## src/design/lcdns_pkg.sv

```systemverilog
// Shared types and constants of the character LCD nibble sequencer.
package lcdns_pkg;

    localparam int CMD_W     = 3;
    localparam int BYTE_W    = 8;
    localparam int COL_W     = 6;
    localparam int NIB_W     = 4;
    localparam int PRE_W     = 10;
    localparam int POST_W    = 15;
    localparam int STEP_W    = 4;
    localparam int EN_HIGH_W = 8;
    localparam int RECOV_W   = 10;
    localparam int CFG_IDX_W = 1;
    localparam int CFG_DAT_W = 10;
    localparam int S_TDATA_W = 24;
    localparam int M_TDATA_W = 32;

    // Request command codes
    localparam logic [CMD_W-1:0] CMD_INIT   = 3'd0;
    localparam logic [CMD_W-1:0] CMD_INSTR  = 3'd1;
    localparam logic [CMD_W-1:0] CMD_DATA   = 3'd2;
    localparam logic [CMD_W-1:0] CMD_CURSOR = 3'd3;
    localparam logic [CMD_W-1:0] CMD_CLEAR  = 3'd4;

    // Configuration register indexes
    localparam logic [CFG_IDX_W-1:0] CFG_ENABLE_HIGH = 1'b0;
    localparam logic [CFG_IDX_W-1:0] CFG_STROBE_REC  = 1'b1;

    localparam logic [EN_HIGH_W-1:0] EN_HIGH_RESET = 8'd3;
    localparam logic [RECOV_W-1:0]   RECOV_RESET   = 10'd50;

    // Bus values
    localparam logic [BYTE_W-1:0] LCD_FUNCSET = 8'h28;
    localparam logic [BYTE_W-1:0] LCD_DISPON  = 8'h0C;
    localparam logic [BYTE_W-1:0] LCD_ENTRY   = 8'h06;
    localparam logic [BYTE_W-1:0] LCD_CLR     = 8'h01;
    localparam logic [BYTE_W-1:0] LCD_ROW0    = 8'h80;
    localparam logic [BYTE_W-1:0] LCD_ROW1    = 8'hC0;
    localparam logic [NIB_W-1:0]  LCD_WAKE    = 4'h3;
    localparam logic [NIB_W-1:0]  LCD_MODE4   = 4'h2;

    localparam logic [STEP_W-1:0] INIT_LAST_STEP = 4'd12;

    // Controller to datapath
    typedef struct packed {
        logic              capture;
        logic              load;
        logic [STEP_W-1:0] step;
    } lcdns_ctrl_t;

    // Datapath to controller
    typedef struct packed {
        logic req_known;
        logic ev_last;
    } lcdns_stat_t;

    typedef struct packed {
        logic              reg_select;
        logic [NIB_W-1:0]  nibble;
        logic              strobe;
        logic [PRE_W-1:0]  pre_wait;
        logic [POST_W-1:0] post_wait;
        logic              last;
    } lcdns_event_t;

endpackage

```

## src/design/lcdns_ctrl.sv

```systemverilog
// Controller state machine: request intake and event sequencing.
module lcdns_ctrl
    import lcdns_pkg::*;
(
    input  logic        aclk,
    input  logic        aresetn,
    input  logic        s_tvalid,
    output logic        s_tready,
    output logic        m_tvalid,
    input  logic        m_tready,
    input  lcdns_stat_t stat,
    output lcdns_ctrl_t ctrl
);

    typedef enum logic {
        ST_IDLE,
        ST_SEND
    } state_t;

    state_t            state_reg, state_next;
    logic              m_tvalid_reg, m_tvalid_next;
    logic [STEP_W-1:0] step_reg, step_next;

    always_comb begin
        state_next    = state_reg;
        m_tvalid_next = m_tvalid_reg;
        step_next     = step_reg;
        ctrl.capture  = 1'b0;
        ctrl.load     = 1'b0;
        unique case (state_reg)
            ST_IDLE: begin
                // drop unknown commands, start a run otherwise
                if (s_tvalid && stat.req_known) begin
                    ctrl.capture  = 1'b1;
                    ctrl.load     = 1'b1;
                    step_next     = '0;
                    m_tvalid_next = 1'b1;
                    state_next    = ST_SEND;
                end
            end
            ST_SEND: begin
                if (m_tready) begin
                    if (stat.ev_last) begin
                        m_tvalid_next = 1'b0;
                        state_next    = ST_IDLE;
                    end else begin
                        step_next = step_reg + 1'b1;
                        ctrl.load = 1'b1;
                    end
                end
            end
            default: state_next = ST_IDLE;
        endcase
        ctrl.step = step_next;
    end

    always_ff @(posedge aclk) begin
        if (!aresetn) begin
            state_reg    <= ST_IDLE;
            m_tvalid_reg <= 1'b0;
            step_reg     <= '0;
        end else begin
            state_reg    <= state_next;
            m_tvalid_reg <= m_tvalid_next;
            step_reg     <= step_next;
        end
    end

    assign s_tready = (state_reg == ST_IDLE);
    assign m_tvalid = m_tvalid_reg;

`ifndef SYNTH
    a_no_overlap: assert property (@(posedge aclk) disable iff (!aresetn)
        !(m_tvalid && s_tready))
        else $error("input taken while an event is pending");

    a_run_starts: assert property (@(posedge aclk) disable iff (!aresetn)
        (aresetn && s_tvalid && s_tready && stat.req_known) |=> m_tvalid)
        else $error("known command did not start a run");

    a_run_ends: assert property (@(posedge aclk) disable iff (!aresetn)
        (aresetn && m_tvalid && m_tready && stat.ev_last) |=> (s_tready && !m_tvalid))
        else $error("run did not end after its last event");
`endif

endmodule

```

## src/design/lcdns_datapath.sv

```systemverilog
// Datapath: request latch, event generation, output register, config registers.
module lcdns_datapath
    import lcdns_pkg::*;
(
    input  logic                 aclk,
    input  logic                 aresetn,
    input  logic [S_TDATA_W-1:0] s_tdata,
    input  lcdns_ctrl_t          ctrl,
    output lcdns_stat_t          stat,
    output logic [M_TDATA_W-1:0] m_tdata,
    output logic                 m_tuser,
    output logic                 m_tlast,
    input  logic                 cfg_valid,
    output logic                 cfg_ready,
    input  logic [CFG_IDX_W-1:0] cfg_index,
    input  logic [CFG_DAT_W-1:0] cfg_data
);

    logic [CMD_W-1:0]  cmd_reg;
    logic [BYTE_W-1:0] byte_reg;
    logic [COL_W-1:0]  col_reg;
    logic              row_reg;

    logic [CMD_W-1:0]  cmd_sel;
    logic [BYTE_W-1:0] byte_sel;
    logic [COL_W-1:0]  col_sel;
    logic              row_sel;

    lcdns_event_t ev_next, ev_reg;

    logic [EN_HIGH_W-1:0] enable_high_reg;
    logic [RECOV_W-1:0]   strobe_rec_reg;

    function automatic lcdns_event_t make_event(
        input logic [CMD_W-1:0]  cmd,
        input logic [BYTE_W-1:0] bval,
        input logic [COL_W-1:0]  col,
        input logic              row,
        input logic [STEP_W-1:0] step
    );
        lcdns_event_t      ev;
        logic [BYTE_W-1:0] b;
        logic [STEP_W-1:0] rel;
        ev  = '0;
        b   = '0;
        rel = step - 4'd5;
        case (cmd) inside
            CMD_INIT: begin
                ev.strobe = 1'b1;
                case (step)
                    4'd0: begin
                        ev.strobe    = 1'b0;
                        ev.post_wait = 15'd20000;
                    end
                    4'd1: begin
                        ev.nibble    = LCD_WAKE;
                        ev.post_wait = 15'd5000;
                    end
                    4'd2: begin
                        ev.nibble    = LCD_WAKE;
                        ev.post_wait = 15'd100;
                    end
                    4'd3: ev.nibble = LCD_WAKE;
                    4'd4: ev.nibble = LCD_MODE4;
                    default: begin
                        case (rel[2:1])
                            2'd0:    b = LCD_FUNCSET;
                            2'd1:    b = LCD_DISPON;
                            2'd2:    b = LCD_ENTRY;
                            default: b = LCD_CLR;
                        endcase
                        // odd steps carry the high nibble
                        ev.nibble = step[0] ? b[7:4] : b[3:0];
                    end
                endcase
                ev.last = (step >= INIT_LAST_STEP);
            end
            CMD_INSTR, CMD_DATA, CMD_CURSOR, CMD_CLEAR: begin
                case (cmd) inside
                    CMD_INSTR, CMD_DATA: b = bval;
                    CMD_CURSOR:          b = (row ? LCD_ROW1 : LCD_ROW0) + {2'b00, col};
                    default:             b = LCD_CLR;
                endcase
                ev.reg_select = (cmd == CMD_DATA);
                ev.strobe     = 1'b1;
                ev.nibble     = step[0] ? b[3:0] : b[7:4];
                ev.last       = step[0];
                if (cmd == CMD_CURSOR && !step[0]) begin
                    ev.pre_wait = 10'd1000;
                end
                if (step[0]) begin
                    if (cmd == CMD_CURSOR) begin
                        ev.post_wait = 15'd50;
                    end else if (cmd == CMD_CLEAR) begin
                        ev.post_wait = 15'd10;
                    end
                end
            end
            default: ev.last = 1'b1;
        endcase
        return ev;
    endfunction

    // use the incoming request on the capture cycle, the held one after
    always_comb begin
        if (ctrl.capture) begin
            cmd_sel  = s_tdata[2:0];
            byte_sel = s_tdata[10:3];
            col_sel  = s_tdata[16:11];
            row_sel  = s_tdata[17];
        end else begin
            cmd_sel  = cmd_reg;
            byte_sel = byte_reg;
            col_sel  = col_reg;
            row_sel  = row_reg;
        end
        ev_next = make_event(cmd_sel, byte_sel, col_sel, row_sel, ctrl.step);
    end

    always_ff @(posedge aclk) begin
        if (ctrl.capture) begin
            cmd_reg  <= cmd_sel;
            byte_reg <= byte_sel;
            col_reg  <= col_sel;
            row_reg  <= row_sel;
        end
        if (ctrl.load) begin
            ev_reg <= ev_next;
        end
    end

    always_ff @(posedge aclk) begin
        if (!aresetn) begin
            enable_high_reg <= EN_HIGH_RESET;
            strobe_rec_reg  <= RECOV_RESET;
        end else if (cfg_valid) begin
            unique case (cfg_index)
                CFG_ENABLE_HIGH: enable_high_reg <= cfg_data[EN_HIGH_W-1:0];
                CFG_STROBE_REC:  strobe_rec_reg  <= cfg_data;
                default: ;
            endcase
        end
    end

    assign cfg_ready = 1'b1;

    assign stat.req_known = (s_tdata[2:0] <= CMD_CLEAR);
    assign stat.ev_last   = ev_reg.last;

    assign m_tdata = {2'b00, ev_reg.post_wait, ev_reg.pre_wait, ev_reg.strobe, ev_reg.nibble};
    assign m_tuser = ev_reg.reg_select;
    assign m_tlast = ev_reg.last;

`ifndef SYNTH
    a_cfg_en_high: assert property (@(posedge aclk) disable iff (!aresetn)
        (aresetn && cfg_valid && cfg_ready && cfg_index == CFG_ENABLE_HIGH)
        |=> (enable_high_reg == $past(cfg_data[EN_HIGH_W-1:0])))
        else $error("enable high time write lost");

    a_cfg_recov: assert property (@(posedge aclk) disable iff (!aresetn)
        (aresetn && cfg_valid && cfg_ready && cfg_index == CFG_STROBE_REC)
        |=> (strobe_rec_reg == $past(cfg_data)))
        else $error("strobe recovery write lost");

    a_cfg_ready: assert property (@(posedge aclk) disable iff (!aresetn)
        cfg_ready)
        else $error("config channel not ready");
`endif

endmodule

```

## src/design/char_lcd_nibble_sequencer_unit.sv

```systemverilog
// Top level of the character LCD 4-bit bus sequencer.
//
//  channel  | direction | handshake           | payload
//  ---------+-----------+---------------------+-------------------------------------
//  s_       | in        | s_tvalid / s_tready | s_tdata: command, byte, column, row
//  m_       | out       | m_tvalid / m_tready | m_tdata, m_tuser (RS), m_tlast
//  cfg_     | in        | cfg_valid/cfg_ready | cfg_index, cfg_data
//
//  A request enters through the s_ handshake; each event then occupies the output
//  register until it transfers: init is 13 events, the other commands 2, unknown
//  codes 0. The controller steps one event per output transfer.
//  Reset (aresetn low, synchronous) idles the controller and loads the timing
//  registers with 3 us enable high and 50 us strobe recovery.
//  A stalled output holds its event; no new request is taken until the run's last
//  event has transferred. cfg_ready is always high.
module char_lcd_nibble_sequencer_unit
    import lcdns_pkg::*;
(
    input  logic                 aclk,
    input  logic                 aresetn,
    // command [2:0], byte_value [10:3], column [16:11], row [17], zero [23:18]
    input  logic [S_TDATA_W-1:0] s_tdata,
    input  logic                 s_tvalid,
    output logic                 s_tready,
    // nibble [3:0], strobe_res [4], pre_wait_us [14:5], post_wait_us [29:15], zero [31:30]
    output logic [M_TDATA_W-1:0] m_tdata,
    // reg_select [0]
    output logic                 m_tuser,
    output logic                 m_tlast,
    output logic                 m_tvalid,
    input  logic                 m_tready,
    input  logic                 cfg_valid,
    output logic                 cfg_ready,
    input  logic [CFG_IDX_W-1:0] cfg_index,
    input  logic [CFG_DAT_W-1:0] cfg_data
);

    lcdns_ctrl_t ctrl;
    lcdns_stat_t stat;

    // sequencing: request intake, step count, output valid
    lcdns_ctrl u_ctrl (
        .aclk     (aclk),
        .aresetn  (aresetn),
        .s_tvalid (s_tvalid),
        .s_tready (s_tready),
        .m_tvalid (m_tvalid),
        .m_tready (m_tready),
        .stat     (stat),
        .ctrl     (ctrl)
    );

    // event values, request hold, timing registers
    lcdns_datapath u_datapath (
        .aclk      (aclk),
        .aresetn   (aresetn),
        .s_tdata   (s_tdata),
        .ctrl      (ctrl),
        .stat      (stat),
        .m_tdata   (m_tdata),
        .m_tuser   (m_tuser),
        .m_tlast   (m_tlast),
        .cfg_valid (cfg_valid),
        .cfg_ready (cfg_ready),
        .cfg_index (cfg_index),
        .cfg_data  (cfg_data)
    );

endmodule

```

## config.mk

```make
export PLATFORM = sky130hd
export DESIGN_NAME = char_lcd_nibble_sequencer_unit
export DESIGN_NICKNAME = d
export VERILOG_FILES = /design/src/design/lcdns_pkg.sv /design/src/design/lcdns_ctrl.sv /design/src/design/lcdns_datapath.sv /design/src/design/char_lcd_nibble_sequencer_unit.sv
export SDC_FILE = /design/constraint.sdc
export NUM_CORES = 1
export LEC_CHECK = 0
export BUFFER_PORTS_ARGS = -buffer_cell sky130_fd_sc_hd__buf_2
export CORE_UTILIZATION = 51
export CTS_CLUSTER_SIZE = 16
export DETAILED_ROUTE_END_ITERATION = 10
export PLACE_DENSITY = 0.91
export SYNTH_ARGS = -nofsm -noshare
export SYNTH_HDL_FRONTEND = slang
export SYNTH_SLANG_ARGS = --single-unit
```

## constraint.sdc

```tcl
create_clock -name aclk -period 2.8 [get_ports aclk]
set_input_delay 0.56 -clock aclk [delete_from_list [all_inputs] [get_ports aclk]]
set_output_delay 0.56 -clock aclk [all_outputs]
set_load 0.005 [all_outputs]
```

# Word-level counts from Yosys, hierarchy flattened
# Cells that the tools add are included.
# op_classes
n_addsub,3
n_lt_le_gt_ge,2
n_eq_ne,13
mux,39
bitwise,2
reduce_logical,11
# ops
op,n
two-way mux 15 bit,3
case mux 15 bit (3 select lines),1
two-way mux 4 bit,6
two-way mux 8 bit,3
case mux 6 bit (3 select lines),1
two-way mux 1 bit,12
two-way mux 6 bit,2
case mux 4 bit (3 select lines),1
two-way mux 10 bit,1
two-way mux 5 bit,2
adder 8 x 6 -> 8 bit,1
== test 4 x 2 -> 1 bit (second input constant),2
case mux 4 bit (2 select lines),1
two-way mux 7 bit,1
== test 3 x 2 -> 1 bit (second input constant),2
case mux 1 bit (2 select lines),3
adder 4 x 1 -> 4 bit (second input constant),1
== test 4 x 1 -> 1 bit (second input constant),1
== test 4 x 3 -> 1 bit (second input constant),1
greater-or-equal comparator 4 bit (second input constant),1
logical NOT 4 bit,1
!= test 2 x 1 -> 1 bit (second input constant),2
OR reduction 2 bit,2
OR reduction 4 bit,1
16 further kinds,18
# word_totals
reg_bits,56
word_cells,83

# Depth between registers and ports, before layout
# Gate-level depths: netlist of run 1.
# depth
ltp_word,12
ltp_mapped,10
ltp_nobuf,10

# Modules after synthesis
# From an unflattened synthesis of run 1, not the netlist that was laid out.
# hier_totals
cells_unflattened,223
hier_area_um2,2402.3
# modules_own_cells
mod,n_inst,cells_each,area_each_um2,seq_area_each_um2
lcdns_datapath,1,179,2039.5,1021.0
lcdns_ctrl,1,44,362.8,120.1

# Worst setup path before layout of run 1
# Ideal clock, no wire load.
# synth_path
path_kind,input to register
startpoint,input port s_tdata[0]
endpoint,"register u_datapath.ev_reg, in the netlist u_datapath.m_tdata[0], data pin"
arrival_ns,2.236
required_ns,2.537
setup_slack_ns,0.301
stages,9
path_buffers,1
path_cell_list,o21ai_1 > a21oi_1 > a21o_1 > buf_4 > ha_1 > nor3_1 > o32ai_1 > a221oi_1 > o31ai_1
# synth_lines
element,line_no,text
from (decl),char_lcd_nibble_sequencer_unit.sv:22,"input logic [S_TDATA_W-1:0] s_tdata,"
to (signal assigned),lcdns_datapath.sv:128,ev_reg <= ev_next;
to (decl),lcdns_datapath.sv:29,"lcdns_event_t ev_next, ev_reg;"

==> tab_implementation.tex, run 1 <==
\begin{tabular}{lr}
\hline
Metric & Value \\
\hline
\multicolumn{2}{l}{\textbf{Clocking}} \\
\quad Number of clock sinks & 40 \\
\quad Hold-fix buffers, CTS & 0 \\
\quad Number of buffers on the longest clock path & 2 \\
\quad Clock edge transition at the registers on the reported setup and hold paths & 80 ps \\
\quad Cells resized by post-CTS repair & 0 \\
\quad Clock tree from TritonCTS & done \\
\quad Skew-Pair Late Insertion Delay & 290 ps \\
\quad Clk Tree Root Cell & sky130\_fd\_sc\_hd\_\_clkbuf\_8 \\
\quad Number of levels in the clock H-tree & 2 \\
\quad Total clock buffers created by CTS & 5 \\
\quad Total setup buffers inserted after CTS & 0 \\
\multicolumn{2}{l}{\textbf{Cells and area}} \\
\quad Number of flip-flops under the largest register name & 14 \\
\quad Net count reported at finish & 310 \\
\quad Area taken by multi-input logic gates & 1070 um\^{}2 \\
\quad Register cell area after layout & 1140 um\^{}2 \\
\quad Fraction of final layout cells sized beyond drive strength 1 & 0.387 \\
\quad Final Non-Filler Cells & 318 \\
\quad Cell area after layout & 2790 um\^{}2 \\
\quad Filler Cell Count & 376 \\
\quad Count of antenna diodes in the layout & 0 \\
\quad Synth-to-layout area growth & 15.9\% \\
\multicolumn{2}{l}{\textbf{Power}} \\
\quad Portion of total power attributed to sequential cells & 0.493 \\
\quad Pleak & 1.22 nW \\
\quad Total power divided by cell area & 523 nW/um\^{}2 \\
\quad Post-route total power & 1.46 mW \\
\quad Maximum ir drop on the vdd rail & 239 uV \\
\quad Logic pwr share & 0.189 \\
\quad Internal power component & 1.09 mW \\
\quad Power spent charging and discharging nets & 0.369 mW \\
\quad Power share of the clock group & 0.318 \\
\quad Fraction of power spent switching nets & 0.253 \\
\multicolumn{2}{l}{\textbf{Floorplan}} \\
\quad Die ar. & 5000 um\^{}2 \\
\quad Std cell rows & 24 \\
\quad Core outline area & 4440 um\^{}2 \\
\quad Chip height & 70.7 um \\
\quad Top Ports & 77 \\
\quad Width of the die & 70.7 um \\
\quad Starting density of the core & 0.542 \\
\multicolumn{2}{l}{\textbf{Placement}} \\
\quad Post-detail-place hpwl & 3510 um \\
\quad Cell area after placement & 2680 um\^{}2 \\
\quad Buffers on Ports & 49 \\
\quad Final Wtd Congestion & 0.878 \\
\quad Cell total after placement & 310 \\
\multicolumn{2}{l}{\textbf{Global route}} \\
\quad Largest net degree at the start of global routing & 17 \\
\quad GR met1 Demand/Resource & 0.261 \\
\quad Remaining Overflow, GRT & 0 \\
\quad Number of antenna violations at the first check in global routing & 0 \\
\quad GRT met2 Usage & 0.322 \\
\quad Total global routing track utilization & 0.195 \\
\quad Wire length of the first global-routing pass & 7620 um \\
\quad Via count of the first global-routing pass & 1648 \\
\quad Met3 track demand over resource in global routing & 0.0370 \\
\quad Most crowded layer after global routing & met2 \\
\multicolumn{2}{l}{\textbf{Setup path}} \\
\quad Buffers \& Inverters on Critical Path & 1 \\
\quad End point of the critical path & u\_datapath.m\_tdata[0] \\
\quad Crit path launch & u\_ctrl.state\_reg \\
\quad Worst reg2reg setup slack & 250 ps \\
\quad Type of the setup path with the least slack & register to register \\
\quad Arrival time of the worst setup path & 2580 ps \\
\quad Kind of cell adding the most delay to the critical path & compound AO/OA/AOI/OAI gates \\
\quad Reg2reg path depth & 9 \\
\quad Levels on crit path & 9 \\
\quad CP Cell Sequence & and2b\_4 > a21oi\_1 > a21o\_1 > inv\_2 > ha\_1 > nor3\_2 > o32ai\_1 > a221oi\_1 > o31ai\_1 \\
\quad Endpoint type of the worst setup path & register \\
\quad Endpoint of the worst register-to-register path & u\_datapath.m\_tdata[0] \\
\quad Stage delay of the slowest cell on the critical path & 510 ps \\
\quad Cell at the slowest stage of the critical path & sky130\_fd\_sc\_hd\_\_dfxtp\_1 \\
\quad Maximum fanout count along the critical path & 9 \\
\quad WP data required & 2840 ps \\
\quad Startpoint types & register \\
\quad Critical R2R Launch & u\_ctrl.state\_reg \\
\multicolumn{2}{l}{\textbf{STA}} \\
\quad Final period demand of the worst path & 2550 ps \\
\quad Max Transition Viols Final & 0 \\
\quad Peak clock frequency supported by timing & 0.393 GHz \\
\quad Final setup violation count & 0 \\
\quad Post-Route Setup TNS & 0 ps \\
\quad Final Hold Vio Count & 0 \\
\quad Part of the cycle the worst path needs & 0.909 \\
\quad Clock Skews & 9.89 ps \\
\quad Unrepaired setup endpoints after global routing & no \\
\multicolumn{2}{l}{\textbf{Logic synthesis}} \\
\quad Register bit count reported by yosys & 40 \\
\quad Post-synthesis xor/xnor area fraction & 0.00364 \\
\quad Number of synthesized flops with an enable pin & 34 \\
\quad Post-synthesis share of cell area spent on and, or, nand and nor gates & 0.130 \\
\quad Netlist area before placement & 2410 um\^{}2 \\
\quad Area contributors post-synth & sky130\_fd\_sc\_hd\_\_edfxtp\_1, sky130\_fd\_sc\_hd\_\_buf\_4, sky130\_fd\_sc\_hd\_\_dfxtp\_1 \\
\quad Mux cell area share after synthesis & 0.0982 \\
\quad Asr flop ratio synth & 0 \\
\quad Post-synthesis adder-cell area fraction & 0.0260 \\
\quad Fraction of the yosys area taken by sequential cells & 0.474 \\
\quad Combinational family with the most area after synthesis & compound AO/OA/AOI/OAI gates \\
\quad Top-area cell type share of the netlist area & 0.424 \\
\quad Most used DFF post-synth & sky130\_fd\_sc\_hd\_\_edfxtp\_1 \\
\quad Library cell with the largest summed area after synthesis & sky130\_fd\_sc\_hd\_\_edfxtp\_1 \\
\quad Average footprint of a synthesized cell & 11.5 um\^{}2 \\
\quad Syn Inst Count & 210 \\
\quad Fraction of the mapped netlist area in compound gates & 0.170 \\
\quad Total of warnings raised by yosys & 0 \\
\quad Distinct cells, synth & 60 \\
\multicolumn{2}{l}{\textbf{Hold path}} \\
\quad Tightest Hold Check Type & register to register \\
\multicolumn{2}{l}{\textbf{Detailed routing}} \\
\quad Remaining antenna violation count after routing & 0 \\
\quad Routed wirelength normalized by instance count & 14.6 um \\
\quad Detailed-router iteration count before antenna repair & 7 \\
\quad Violation count after the first detailed-routing iteration & 232 \\
\quad Via count of the routed design & 1779 \\
\quad Detailed-route DRC error count & 12 \\
\quad Vias per cell & 5.59 \\
\quad Aggregate routed wire length & 4650 um \\
\multicolumn{2}{l}{\textbf{Flow run}} \\
\quad Maxcap violations & 0 \\
\multicolumn{2}{l}{\textbf{Outcome}} \\
\quad Violated checks & design-rule violations \\
\quad Result of the run & complete, but fails checks \\
\hline
\end{tabular}
==> synthesized netlist by cell type, drive strengths merged (3+ instances only) <==
cell type / count
nand2: 9
and2: 5
edfxtp: 34
nor3: 5
a22o: 4
ha: 5
a21oi: 16
mux2: 15
o21ai: 8
nor2: 13
nor2b: 3
o2bb2ai: 4
o31ai: 3
mux2i: 6
nand3: 4
inv: 11
dfxtp: 6
buf: 23
==> worst min path at each step <==
| stage | cells past startpoint | start | end | slack [ps] |
|---|---|---|---|---|
| CTS | 2 | u_ctrl.m_tvalid | u_ctrl.m_tvalid | 480 |
| global placement | 2 | u_ctrl.m_tvalid | u_ctrl.m_tvalid | 460 |
| detailed placement | 2 | u_ctrl.m_tvalid | u_ctrl.m_tvalid | 450 |
| global route | 2 | u_ctrl.m_tvalid | u_ctrl.m_tvalid | 510 |
| finish | 2 | u_ctrl.m_tvalid | u_ctrl.m_tvalid | 480 |
| floorplan | 2 | u_ctrl.m_tvalid | u_ctrl.m_tvalid | 460 |
==> metrics by stage <==
stage,setup slack [ps],utilization,hold slack (ps)
floorplan,301,-,460
global placement,101,0.602,455
detailed placement,64.9,0.602,453
CTS,176,0.626,477
global route,78.8,0.628,512
finish,255,0.628,479
==> tightest hold or removal path, cell delays in order (launching register included) <==
cell	delay [ps]
sky130_fd_sc_hd__dfxtp_1	320
sky130_fd_sc_hd__nand2_1	50
sky130_fd_sc_hd__a21boi_0	70
==> area by class of cell <==
| cell class | instances | share of cell area |
|---|---|---|
| Multi-Input combinational cell | 142 | 0.383 |
| Clock inverter | 2 | 0.0126 |
| Timing Repair Buffer | 65 | 0.131 |
| Clock buffer | 6 | 0.0260 |
| Inverter | 11 | 0.0148 |
| Tap cell | 52 | 0.0233 |
| Sequential cell | 40 | 0.409 |
==> metal layers <==
layer  vias up  wire length [um]
met3         6               274
met1       839              2100
met4         0                59
met2        68              2220
met5         -                 0
li1        866                 -
==> cells in the final DEF (no fill, tap or decap), types with 5 or more instances in the layout <==
cell type / instances
sky130_fd_sc_hd__inv_1: 7
sky130_fd_sc_hd__nor2_1: 12
sky130_fd_sc_hd__nand2_1: 7
sky130_fd_sc_hd__mux2_2: 8
sky130_fd_sc_hd__conb_1: 9
sky130_fd_sc_hd__clkbuf_8: 5
sky130_fd_sc_hd__buf_4: 16
sky130_fd_sc_hd__edfxtp_1: 34
sky130_fd_sc_hd__mux2_1: 5
sky130_fd_sc_hd__buf_2: 49
sky130_fd_sc_hd__and2_1: 5
sky130_fd_sc_hd__mux2i_1: 6
sky130_fd_sc_hd__a21oi_1: 16
sky130_fd_sc_hd__dfxtp_1: 6
sky130_fd_sc_hd__ha_1: 5
==> power by group through the flow <==
stage | clock (mW) | combinational, mW | sequential (mW)
floorplan | 0 | 0.194 | 0.731
global placement | 0 | 0.265 | 0.730
detailed placement | 0 | 0.273 | 0.732
CTS | 0.467 | 0.275 | 0.719
global route | 0.488 | 0.304 | 0.723
finish | 0.463 | 0.276 | 0.719
==> cells by family (layout without fill, tap and decap cells) <==
logic type,after synthesis,in the layout
xor gates and xnor gates,1,1
AOI/OAI and AO/OA,53,53
buffers and inverters,35,84
DFF,40,40
and+or+nand+nor,53,53
other,2,9
adders and majority gates,5,5
muxes,21,21
No activity file was read; power rests on OpenSTA's default activity.
==> run 2, diff against run 1 <==
--- a/config.mk
+++ b/config.mk
@@ -5,7 +5,7 @@
 export SDC_FILE = /design/constraint.sdc
 export NUM_CORES = 1
 export LEC_CHECK = 0
-export BUFFER_PORTS_ARGS = -buffer_cell sky130_fd_sc_hd__buf_2
+export BUFFER_PORTS_ARGS = -buffer_cell sky130_fd_sc_hd__clkbuf_2
 export CORE_UTILIZATION = 51
 export CTS_CLUSTER_SIZE = 16
 export DETAILED_ROUTE_END_ITERATION = 10
==> run 2 against run 1 <==
Cell area down 0.72%. Critical path depth is the same. Core utilization down 0.45 points. The flow still finishes with violations (design-rule violations). Die area unchanged. Fmax is 3.2% lower. Flip-flop and latch count unchanged. Clock skew shrank 3.2 ps. Sequential power about the same. Largest cell class unchanged. Routed wire length fell by 1.1%. Critical endpoint unchanged.
==> tab_implementation.tex, run 2 (synthesis gave the netlist of run 1 again) <==
\begin{tabular}{lr}
\hline
Metric & Value \\
\hline
\multicolumn{2}{l}{\textbf{Outcome}} \\
\quad Result of the run & complete, but fails checks \\
\quad Violated checks & design-rule violations \\
\multicolumn{2}{l}{\textbf{Hold path}} \\
\quad Tightest Hold Check Type & register to register \\
\quad WHS Path Cells & 2 (unchanged) \\
\multicolumn{2}{l}{\textbf{Cells and area}} \\
\quad Core occupancy in the finished layout & 0.623 (-0.00450) \\
\quad Fraction of final layout cells sized beyond drive strength 1 & 0.382 (-0.00520) \\
\quad Most used cells in the layout excluding fill and tap cells & sky130\_fd\_sc\_hd\_\_clkbuf\_2, sky130\_fd\_sc\_hd\_\_edfxtp\_1, sky130\_fd\_sc\_hd\_\_buf\_4 \\
\quad Net count reported at finish & 311 (+0.32\%) \\
\quad Count of antenna diodes in the layout & 0 (unchanged) \\
\quad Synth-to-layout area growth & 15.0\% \\
\quad Most frequent standard cell in the layout excluding fill and tap cells & sky130\_fd\_sc\_hd\_\_clkbuf\_2 \\
\quad Number of flip-flops under the largest register name & 14 (unchanged) \\
\quad Cell area after layout & 2770 um\^{}2 (-0.72\%) \\
\multicolumn{2}{l}{\textbf{STA}} \\
\quad Part of the cycle the worst path needs & 0.939 (+0.0302) \\
\quad Final period demand of the worst path & 2630 ps (+84.4 ps) \\
\quad Clock Skews & 6.70 ps (-3.19 ps) \\
\quad Final setup violation count & 0 (unchanged) \\
\quad Final Hold Vio Count & 0 (unchanged) \\
\quad Max Transition Viols Final & 0 (unchanged) \\
\quad Unrepaired setup endpoints after global routing & no \\
\quad Minimum hold slack & 473 ps (-5.82 ps) \\
\quad Peak clock frequency supported by timing & 0.380 GHz (-3.2\%) \\
\multicolumn{2}{l}{\textbf{Detailed routing}} \\
\quad Remaining antenna violation count after routing & 0 (unchanged) \\
\quad Violation count after the first detailed-routing iteration & 99 (-57\%) \\
\quad Vias per cell & 5.49 (-1.9\%) \\
\quad Via count of the routed design & 1750 (-1.6\%) \\
\quad Aggregate routed wire length & 4600 um (-1.1\%) \\
\quad Detailed-route DRC error count & 13 (+1) \\
\quad Detailed-router iteration count before antenna repair & 7 (unchanged) \\
\quad Routed wirelength normalized by instance count & 14.4 um (-1.4\%) \\
\multicolumn{2}{l}{\textbf{Placement}} \\
\quad Final Wtd Congestion & 0.852 (-3.1\%) \\
\quad Buffers on Ports & 49 (unchanged) \\
\quad Cell area after placement & 2680 um\^{}2 (+0.28\%) \\
\quad Post-detail-place hpwl & 3530 um (+0.63\%) \\
\multicolumn{2}{l}{\textbf{Global route}} \\
\quad Wire length of the first global-routing pass & 7420 um (-2.7\%) \\
\quad Remaining Overflow, GRT & 0 (unchanged) \\
\quad Via count of the first global-routing pass & 1587 (-3.7\%) \\
\quad Number of antenna violations at the first check in global routing & 0 (unchanged) \\
\quad Total global routing track utilization & 0.191 (-0.00356) \\
\quad Largest net degree at the start of global routing & 17 (unchanged) \\
\multicolumn{2}{l}{\textbf{Setup path}} \\
\quad Maximum fanout count along the critical path & 9 (unchanged) \\
\quad Startpoint types & register \\
\quad Type of the setup path with the least slack & register to register \\
\quad Reg2reg path depth & 9 (unchanged) \\
\quad WP data required & 2910 ps (+70 ps) \\
\quad Endpoint type of the worst setup path & register \\
\quad Worst reg2reg setup slack & 170 ps (-80 ps) \\
\quad Arrival time of the worst setup path & 2740 ps (+160 ps) \\
\multicolumn{2}{l}{\textbf{Power}} \\
\quad Power spent charging and discharging nets & 0.358 mW (-3.0\%) \\
\quad Pleak & 1.21 nW (-0.24\%) \\
\quad Maximum ir drop on the vdd rail & 189 uV (-21\%) \\
\quad Logic pwr share & 0.205 (+0.016) \\
\quad Power share of the clock group & 0.265 (-0.053) \\
\quad Fraction of power spent switching nets & 0.263 (+0.0104) \\
\quad Internal power component & 1.00 mW (-8.1\%) \\
\quad Portion of total power attributed to sequential cells & 0.530 (+0.037) \\
\quad Total power divided by cell area & 490 nW/um\^{}2 (-6.1\%) \\
\multicolumn{2}{l}{\textbf{Floorplan}} \\
\quad Starting density of the core & 0.542 (unchanged) \\
\quad Std cell rows & 24 (unchanged) \\
\quad Chip height & 70.7 um (unchanged) \\
\quad Core outline area & 4440 um\^{}2 (unchanged) \\
\quad Top Ports & 77 (unchanged) \\
\quad Width of the die & 70.7 um (unchanged) \\
\quad Die ar. & 5000 um\^{}2 (unchanged) \\
\multicolumn{2}{l}{\textbf{Clocking}} \\
\quad Number of levels in the clock H-tree & 2 (unchanged) \\
\quad Skew-Pair Late Insertion Delay & 290 ps (about the same) \\
\quad Number of clock sinks & 40 (unchanged) \\
\quad Hold-fix buffers, CTS & 0 (unchanged) \\
\quad Number of buffers on the longest clock path & 2 (unchanged) \\
\quad Clock tree from TritonCTS & done \\
\quad Clk Tree Root Cell & sky130\_fd\_sc\_hd\_\_clkbuf\_8 \\
\quad Total clock buffers created by CTS & 5 (unchanged) \\
\quad Clock edge transition at the registers on the reported setup and hold paths & 70 ps (about the same) \\
\multicolumn{2}{l}{\textbf{Flow run}} \\
\quad Maxcap violations & 0 (unchanged) \\
\hline
\end{tabular}
[run 2: changes by cell type in the layout (fill, tap and decap cells not counted), sizes merged]
| cell | before | now |
|---|---|---|
| bufinv | 1 | 0 |
| buf | 65 | 17 |
| clkbuf | 6 | 56 |
[run 2: area by class of cell]
class,count,area (um^2)
Sequential cell,40,1140
Clock buffer,7,76.3
Multi-Input combinational cell,142,1070
Fill cell,363,1680
Tap cell,52,65.1
Timing Repair Buffer,66,373
Inverter,11,41.3
Clock inverter,1,3.75
[run 2: what timing repair did]
item / in CTS / in global routing
buffers inserted: 0 / 0
gates resized for setup: 0 / 1
setup endpoints to repair: 0 / 1
[run 2: power groups by stage]
| stage | registers, mW | clock network (mW) | logic [mW] |
|---|---|---|---|
| 2_1_floorplan | 0.731 | 0 | 0.194 |
| 3_3_place_gp | 0.732 | 0 | 0.268 |
| 3_5_place_dp | 0.734 | 0 | 0.275 |
| 4_1_cts | 0.721 | 0.366 | 0.277 |
| 5_1_grt | 0.724 | 0.387 | 0.304 |
| 6_report | 0.720 | 0.360 | 0.278 |
[run 2: routing by layer]
metal  vias to the layer above  global-route usage  routed length, um
met5                         -                   0                  0
li1                        866                   -                  -
met4                         0              0.0622                 56
met2                        66               0.306               2130
met1                       811               0.257               2150
met3                         7              0.0484                259
[run 2: worst paths after layout]
path	from	end
max	u_ctrl.state_reg	u_datapath.m_tdata[0]
min	u_ctrl.m_tvalid	u_ctrl.m_tvalid
max reg2reg	u_ctrl.state_reg	u_datapath.m_tdata[0]
min reg2reg	u_ctrl.m_tvalid	u_ctrl.m_tvalid
[run 2: per-stage QoR]
step | std cells | setup WS, ps | setup TNS, ps | power, mW
finish | 319 | 170 | 0 | 1.36
global route | 319 | 4.16 | 0 | 1.42
CTS | 319 | 97.0 | 0 | 1.36
detailed placement | 311 | -3.36 | -3.36 | 1.01
global placement | 311 | 115 | 0 | 1.00
floorplan | 217 | 301 | 0 | 0.926
[run 2: critical path: stages, from the launching register on]
cell,delay [ps]
sky130_fd_sc_hd__dfxtp_1,510
sky130_fd_sc_hd__and2b_4,270
sky130_fd_sc_hd__a21oi_1,180
sky130_fd_sc_hd__a21o_1,260
sky130_fd_sc_hd__inv_2,70
sky130_fd_sc_hd__ha_1,210
sky130_fd_sc_hd__buf_4,160
sky130_fd_sc_hd__o32ai_1,340
sky130_fd_sc_hd__a221oi_1,160
sky130_fd_sc_hd__o31ai_1,280
